File: src/design/ncc_pkg.sv
// ----------------------------------------------------------------------------
// ncc_pkg: shared types and constants for the nearest-center counter
// Sizes of the client buffer and the count, controller states, and the
// command and status bundles between the controller and the datapath.
// ----------------------------------------------------------------------------
package ncc_pkg;

  localparam int unsigned PENDING_DEPTH = 1024;
  localparam int unsigned PEND_AW       = (PENDING_DEPTH > 1) ? $clog2(PENDING_DEPTH) : 1;
  localparam int unsigned FILL_W        = $clog2(PENDING_DEPTH + 1);
  localparam int unsigned POS_W         = 32;
  localparam int unsigned COUNT_W       = 20;

  localparam logic [COUNT_W-1:0] COUNT_MAX = '1;

  typedef enum logic [2:0] {
    ST_IDLE,
    ST_WALK,
    ST_EMIT_L,
    ST_OPEN,
    ST_FLUSH
  } ncc_state_e;

  // controller -> datapath
  typedef struct packed {
    logic accept;     // item taken this cycle
    logic walk;       // step the buffer walk
    logic emit_left;  // close the left center, open the right one
    logic open;       // first center of the set
    logic flush;      // end of set: emit last count if any, clear state
  } ncc_cmd_t;

  // datapath -> controller
  typedef struct packed {
    logic              have;       // a center is open
    logic              fin;        // held item is the final one
    logic              walk_done;  // all buffered clients classified
    logic              out_free;   // output register can load
    logic [FILL_W-1:0] fill;       // buffered clients
  } ncc_stat_t;

endpackage

File: src/design/ncc_ctrl.sv
// ----------------------------------------------------------------------------
// ncc_ctrl: sequencer for the nearest-center counter
// Steps one item at a time through walk, emit, open and flush phases.
// ----------------------------------------------------------------------------
module ncc_ctrl (
  input  logic              clk_i,
  input  logic              rst_ni,
  input  logic              in_valid_i,
  input  logic              in_is_center_i,
  input  logic              in_final_item_i,
  output logic              in_stall_o,
  input  ncc_pkg::ncc_stat_t stat_i,
  output ncc_pkg::ncc_cmd_t  cmd_o
);

  ncc_pkg::ncc_state_e state_q, state_d;

  always_ff @(posedge clk_i or negedge rst_ni) begin
    if (!rst_ni) begin
      state_q <= ncc_pkg::ST_IDLE;
    end else begin
      state_q <= state_d;
    end
  end

  always_comb begin
    state_d = state_q;
    unique case (state_q)
      ncc_pkg::ST_IDLE: begin
        if (in_valid_i) begin
          if (in_is_center_i) begin
            state_d = stat_i.have ? ncc_pkg::ST_WALK : ncc_pkg::ST_OPEN;
          end else if (in_final_item_i) begin
            state_d = ncc_pkg::ST_FLUSH;
          end
        end
      end
      ncc_pkg::ST_WALK: begin
        if (stat_i.walk_done) begin
          state_d = ncc_pkg::ST_EMIT_L;
        end
      end
      ncc_pkg::ST_EMIT_L: begin
        if (stat_i.out_free) begin
          state_d = stat_i.fin ? ncc_pkg::ST_FLUSH : ncc_pkg::ST_IDLE;
        end
      end
      ncc_pkg::ST_OPEN: begin
        state_d = stat_i.fin ? ncc_pkg::ST_FLUSH : ncc_pkg::ST_IDLE;
      end
      ncc_pkg::ST_FLUSH: begin
        if (!stat_i.have || stat_i.out_free) begin
          state_d = ncc_pkg::ST_IDLE;
        end
      end
      default: state_d = ncc_pkg::ST_IDLE;
    endcase
  end

  always_comb begin
    cmd_o      = '0;
    in_stall_o = 1'b1;
    unique case (state_q)
      ncc_pkg::ST_IDLE: begin
        in_stall_o   = 1'b0;
        cmd_o.accept = in_valid_i;
      end
      ncc_pkg::ST_WALK:   cmd_o.walk      = 1'b1;
      ncc_pkg::ST_EMIT_L: cmd_o.emit_left = stat_i.out_free;
      ncc_pkg::ST_OPEN:   cmd_o.open      = 1'b1;
      ncc_pkg::ST_FLUSH:  cmd_o.flush     = !stat_i.have || stat_i.out_free;
      default: ;
    endcase
  end

endmodule

File: config.mk
export PLATFORM = sky130hd
export DESIGN_NAME = ncc_ctrl
export DESIGN_NICKNAME = d
export VERILOG_FILES = /design/src/design/ncc_pkg.sv /design/src/design/ncc_ctrl.sv
export SDC_FILE = /design/constraint.sdc
export NUM_CORES = 1
export LEC_CHECK = 0
export BUFFER_PORTS_ARGS = -buffer_cell sky130_fd_sc_hd__buf_2
export CAP_MARGIN = 10
export CORE_AREA = 2 2 39 41
export DETAILED_ROUTE_END_ITERATION = 10
export DIE_AREA = 0 0 41 43
export SYNTH_ARGS = -nofsm -noshare
export SYNTH_HDL_FRONTEND = slang
export SYNTH_SLANG_ARGS = --single-unit
File: constraint.sdc
create_clock -name clk_i -period 1.2 [get_ports clk_i]
set_input_delay 0.24 -clock clk_i [delete_from_list [all_inputs] [get_ports clk_i]]
set_output_delay 0.24 -clock clk_i [all_outputs]
set_load 0.01 [all_outputs]
==> results_dict.tcl, run 1 <==
set metrics [dict create \
    synthesized_nets 49 \
    cts_tree "done" \
    post_synthesis_compound_gate_area_fraction_pct 26.87 \
    synthXorXnorAreaFrac_pct 0 \
    synth_area_leaders "sky130_fd_sc_hd__dfrtp_1, sky130_fd_sc_hd__buf_6, sky130_fd_sc_hd__o32ai_2" \
    setup_viol 8 \
    startpoint_of_the_tightest_hold_check_path "stat_i[12]" \
    drcViolationCount 0 \
    synthDominantCellAreaShare_pct 29.85 \
    num_rows 14 \
    place.port_buffers 14 \
    biggestRegsByFlops "state_q x3" \
    synthMuxAreaShare_pct 4.478 \
    totalPowerFinal_uw 1386 \
    cts.sink_count 3 \
    fin_tns_setup_ns -1.662 \
    cts_buffers 3 \
    worst-slew-pin-transition_ns 0.2415 \
    place_ws_ns -0.06634 \
    post_synth_num_cell_types 17 \
    path_delay_family "flip-flops" \
    tightest_hold_check_type "in2reg" \
    syn_area_um2 251.5 \
    viasPerCell 4.556 \
    worst_skew_pair.late_latency_ns 0.24 \
    vdd_drop_max_uv 887.9 \
    largest_register "state_q" \
    cp.arrival_ns 1.21 \
    clk_pin_slew_worst_paths_ns 0.04 \
    clk_path_buf_depth 2 \
    dieWidth_um 41 \
    p_leak_uw 0.0002510 \
    cts-htree-levels 1 \
    worst_r2r_startpoint "state_q[0]" \
    firstDrtPassIters 3 \
    final_worst_setup_slack_ns -0.2464 \
    crit_path_max_fanout 3 \
    number_of_flip_flops_in_the_largest_register 3 \
    buffer_cell_driving_the_clock_tree_root "sky130_fd_sc_hd__clkbuf_4" \
    grt_util_all_layers_pct 10.76 \
    slew_viol_final 0 \
    layout-drive-gt1-share_pct 78.57 \
    globalplace.congestion 0.7609 \
    timing.max_cap.violations 0 \
    synthDominantAreaCellType "sky130_fd_sc_hd__dfrtp_1" \
    sum_of_overflow_across_all_layers_after_global_routing 0 \
    worst_ep_required_time_ns 0.96 \
    synth-edff-count 0 \
    chipHeight_um 43 \
    netlist_top_cells_count "sky130_fd_sc_hd__dfrtp_1, sky130_fd_sc_hd__inv_1, sky130_fd_sc_hd__nand2_1, sky130_fd_sc_hd__nor2_1" \
    fp.coreArea_um2 1384 \
    maximum_number_of_pins_on_one_net_before_global_route_repair 7 \
    synth-adder-area-share_pct 0 \
    worst_setup_path_end_kind "output pin" \
    period_share_pct 120.5 \
    violated_checks "negative setup slack" \
    crit_path_max_incr_delay_ns 0.43 \
    maxSlewHeadroom_pct 83.86 \
    number_of_buffers_and_inverters_on_the_critical_path 1 \
    critical-path-slowest-cell "sky130_fd_sc_hd__dfrtp_2" \
    ant_nets 0 \
    grt_pass1_wl_um 1242 \
    place.detailed.hpwl_um 459.1 \
    status "finished, violations left" \
    post_synth_inst_count 29 \
    initial_utilization_pct 18.17 \
    finalHoldViolCount 0 \
    max_clock_freq_mhz 691.4 \
    antenna_found_initial 0 \
    critical_path.cell_chain "nor3_2 > and2_1 > buf_2" \
    number_of_global_route_vias_before_repair 314 \
    final_net_count 77 \
    placed_cells 61 \
    postSynth.asyncResetShare_pct 100.0 \
    design.die.area_um2 1763 \
    worst_setup_path_start_kind "flop" \
    antenna_cells_inserted 0 \
    criticalPathCategory "reg2out" \
    synth.yosys.warnings 0 \
    synth.avg_cell_area_um2 8.672 \
    synth-seq-cells 3 \
    synthSimpleGateAreaFrac_pct 25.37 \
    fin_worst_skew_ns 0.0005080 \
    synth_top_family_by_area "compound AO/OA/AOI/OAI gates" \
    reg2reg_setup_slack_ns -0.22 \
    routedWlPerCell_um 11.97 \
    seq_area_frac_synth_pct 29.85 \
    syn_to_final_growth_pct 113.4 \
    drtIter0Drc 4 \
    setup.worst_path.start "state_q[0]" \
    powerDensity_nw_per_um2 2581 \
    routed_wirelength_um 862 \
    layoutNonFillerInstCount 72 \
    synth_ff_type "sky130_fd_sc_hd__dfrtp_1" \
    fin_crit_ns 1.446 \
    route.vias.total 328 \
    number_of_placed_i_o_pins 26 \
    grt_setup_unrepaired "true" \
]
==> worst min-delay path: stages <==
cell and delay, ns:
sky130_fd_sc_hd__buf_2 0.09, sky130_fd_sc_hd__mux2_2 0.14, sky130_fd_sc_hd__nor3_1 0.04
==> per-layer routing <==
metal  global-route usage (%)  up-vias  share of wire [%]
met3                    6.806        2                8.0
met2                    14.69       12                 56
met5                        0        -                  0
met4                    6.000        0                1.6
li1                         -      159                  -
met1                    12.30      155                 34
==> final timing paths <==
check / to / cells after the start
min: state_q[0] / 3
max in group asynchronous: state_q[0] / 2
min reg2reg: state_q[1] / 3
min in group asynchronous: state_q[1] / 2
max: cmd_o[4] / 3
max reg2reg: state_q[1] / 4
==> cell type report <==
cell class / count / area (um2)
fill: 147 / 847.1
sequential: 3 / 78.83
timing repair buffer: 25 / 180.2
multi-input combinational: 21 / 220.2
inverter: 3 / 11.26
tap: 16 / 20.02
clock buffer: 4 / 26.28
==> logic make-up (layout without fill, tap and decap cells) <==
group	after synthesis	in the layout
AOI/OAI and AO/OA	8	8
buffers and inverters	5	32
muxes	1	1
and+or+nand+nor	12	12
DFF	3	3
==> layout by cell type (no fill, tap or decap), types with 2 or more instances in the layout <==
cell type,synthesis,final
sky130_fd_sc_hd__buf_4,0,5
sky130_fd_sc_hd__nor2_4,0,2
sky130_fd_sc_hd__buf_2,0,13
sky130_fd_sc_hd__dfrtp_2,0,3
sky130_fd_sc_hd__inv_1,3,3
sky130_fd_sc_hd__buf_6,2,6
sky130_fd_sc_hd__clkbuf_4,0,3
==> where the power goes <==
part           switching, uW  internal [uW]  total (uW)
combinational            426            531         957
clock                   56.9            125         182
sequential              90.1            156         246
==> per-stage QoR <==
| step | util [%] | area (um2) | hold slack, ns |
|---|---|---|---|
| after floorplan | - | 251.5 | -0.05559 |
| after global placement | 25.23 | 349.1 | 0.03593 |
| after detailed placement | 25.23 | 349.1 | 0.03872 |
| after CTS | 33.36 | 461.7 | 0.2464 |
| after global routing | 38.79 | 536.8 | 0.2899 |
| final | 38.79 | 536.8 | 0.3003 |
==> repair_timing <==
item | 4_1_cts | 5_1_grt
pin swaps | 5 | 5
resized for setup | 11 | 14
endpoints found under the setup margin | 8 | 8
hold buffers | 1 | 0
buffers inserted | 6 | 1
endpoints found under the hold margin | 3 | 0
Note: power is estimated with default switching activity, not from simulation.
==> inputs of run 2 (changes only) <==
Settings changed: BUFFER_PORTS_ARGS -buffer_cell sky130_fd_sc_hd__buf_2 to -buffer_cell sky130_fd_sc_hd__buf_4.
==> run 2 against run 1 <==
Effect of this change: the flow still finishes with violations (negative setup slack); die area unchanged; flip-flop and latch count unchanged; cell area decreased by 0.47%; setup slack improved by 0.0072 ns; register-to-register slack improved by 0.06 ns; wire length decreased by 16%; critical path type unchanged.
==> results_dict.tcl, run 2 (same netlist as run 1, synthesis figures left out) <==
set metrics [dict create \
    multi_input_combinational_cell_area_um2 192.7 \
    buffer_cell_driving_the_clock_tree_root "sky130_fd_sc_hd__clkbuf_4" \
    worst_setup_path_start_kind "flop" \
    final_cell_mix "sky130_fd_sc_hd__buf_4, sky130_fd_sc_hd__buf_6" \
    dieWidth_um 41 \
    grt_setup_unrepaired "true" \
    finish.utilization_pct 38.61 \
    gr-usage-met1_pct 13.59 \
    fillerInstances 146 \
    powerDensity_nw_per_um2 2451 \
    ant_nets 0 \
    largest_register "state_q" \
    worst-slew-pin-transition_ns 0.1977 \
    globalplace.congestion 0.7413 \
    cts_buffers 3 \
    max_clock_freq_mhz 694.8 \
    final_worst_setup_slack_ns -0.2392 \
    fin_worst_skew_ns 0.001253 \
    maximum_number_of_pins_on_one_net_before_global_route_repair 7 \
    p_leak_uw 0.0002495 \
    cts.sink_count 3 \
    place.port_buffers 14 \
    finalHoldViolCount 0 \
    critical_path_depth 5 \
    finish.instance_area_um2 534.3 \
    design.die.area_um2 1763 \
    antenna_cells_inserted 0 \
    critical_path.cell_chain "buf_6 > nor2_2 > nand2_1 > a21oi_2 > buf_4" \
    cp-endpoint "cmd_o[0]" \
    worst_setup_path_end_kind "output pin" \
    comb_power_share_pct 66.6 \
    use_met2_pct 14.37 \
    antenna_found_initial 0 \
    maxSlewHeadroom_pct 86.79 \
    number_of_flip_flops_in_the_largest_register 3 \
    status "finished, violations left" \
    cp.arrival_ns 1.20 \
    path_delay_family "flip-flops" \
    number_of_global_route_vias_before_repair 311 \
    worst_ep_required_time_ns 0.96 \
    register_area_um2 78.83 \
    placed_area_um2 376.6 \
    criticalPathCategory "reg2out" \
    final_net_count 77 \
    cts_tree "done" \
    fin_crit_ns 1.439 \
    clk_pin_slew_worst_paths_ns 0.04 \
    route.vias.total 316 \
    number_of_buffers_and_inverters_on_the_critical_path 2 \
    worst_r2r_startpoint "state_q[0]" \
    drcViolationCount 0 \
    gr-max-usage-layer "met2" \
    reg2reg_setup_slack_ns -0.16 \
    num_rows 14 \
    clk_path_buf_depth 2 \
    routedWlPerCell_um 10.01 \
    crit_path_max_fanout 5 \
    initial_utilization_pct 18.17 \
    tightest_hold_check_type "in2reg" \
    timing.max_cap.violations 0 \
    grt_pass1_wl_um 1255 \
    drtIter0Drc 7 \
    setup.worst_path.start "state_q[1]" \
    firstDrtPassIters 4 \
    routed_wirelength_um 721 \
    viasPerCell 4.389 \
    setup_viol 9 \
    share_seq_of_total_power_pct 19.5 \
    biggestRegsByFlops "state_q x3" \
    worst_skew_pair.late_latency_ns 0.24 \
    crit_path_max_incr_delay_ns 0.44 \
    syn_to_final_growth_pct 112.4 \
    cts-htree-levels 1 \
    violated_checks "negative setup slack" \
    internal_power_uw 813.8 \
    mostFrequentLayoutCell "sky130_fd_sc_hd__buf_4" \
    net-switching-power_uw 495.5 \
    pwr-share-clk_pct 13.9 \
    chipHeight_um 43 \
    switching_share_of_power_pct 37.84 \
    slew_viol_final 0 \
    grt_util_all_layers_pct 10.66 \
    use_met3_pct 6.283 \
    ff2ff_path_depth 4 \
    number_of_placed_i_o_pins 26 \
    layout-drive-gt1-share_pct 73.21 \
    sum_of_overflow_across_all_layers_after_global_routing 0 \
    period_share_pct 119.9 \
    fp.coreArea_um2 1384 \
    r2r_end "state_q[1]" \
    critical-path-slowest-cell "sky130_fd_sc_hd__dfrtp_2" \
    vdd_drop_max_uv 1048 \
]
==> run 2: cell types whose count changed in the layout (fill, tap and decap cells not counted), moves of 2 or more <==
cell,previous run,this run
sky130_fd_sc_hd__buf_4,5,20
sky130_fd_sc_hd__buf_2,13,0
sky130_fd_sc_hd__buf_6,6,4
sky130_fd_sc_hd__nand2_1,1,3
sky130_fd_sc_hd__nor2_4,2,0
==> run 2: per-stage QoR <==
step,std cells,power [uW],setup TNS [ns],hold WS [ns],worst slack [ns]
after floorplan,29,562.4,0,-0.05559,0.02416
after global placement,60,763.2,-0.1350,0.02968,-0.07056
after detailed placement,60,768.0,-0.2174,0.03169,-0.08831
after CTS,71,1223,-1.312,0.2225,-0.2378
after global routing,72,1418,-1.944,0.2336,-0.2979
final,72,1309,-1.384,0.2430,-0.2392
==> run 2: routing by layer <==
| layer | vias to the layer above | wire (um) |
|---|---|---|
| li1 | 159 | - |
| met1 | 145 | 278 |
| met2 | 12 | 375 |
| met3 | 0 | 67 |
| met4 | 0 | 0 |
| met5 | - | 0 |
==> run 2: timing repair <==
action	CTS	global route
hold buffers	1	0
hold endpoints to repair	3	0
setup endpoints to repair	8	9
setup buffers	8	1
pin swaps	5	2
resized for setup	13	4
==> run 2: area by class of cell <==
class	count	area share (%)
Inverter	3	2.108
Clock buffer	4	4.918
Tap cell	16	3.747
Timing Repair Buffer	25	38.41
Sequential cell	3	14.75
Multi-Input combinational cell	21	36.07
==> run 2: worst min path at each step <==
stage / endpoint / slack, ns / startpoint / depth (start not counted)
floorplan: state_q[0] / -0.06 / rst_ni / 0
global placement: state_q[0] / 0.03 / rst_ni / 1
detailed placement: state_q[0] / 0.03 / rst_ni / 1
CTS: state_q[2] / 0.22 / stat_i[11] / 2
global route: state_q[2] / 0.23 / stat_i[11] / 2
finish: state_q[2] / 0.24 / stat_i[11] / 2
==> run 2: power by group through the flow <==
stage / sequential, uW / clock (uW) / combinational (uW)
after detailed placement: 225 / 0 / 543
after floorplan: 183 / 0 / 380
after global routing: 264 / 209 / 946
after CTS: 228 / 191 / 804
final: 255 / 182 / 873
after global placement: 224 / 0 / 540
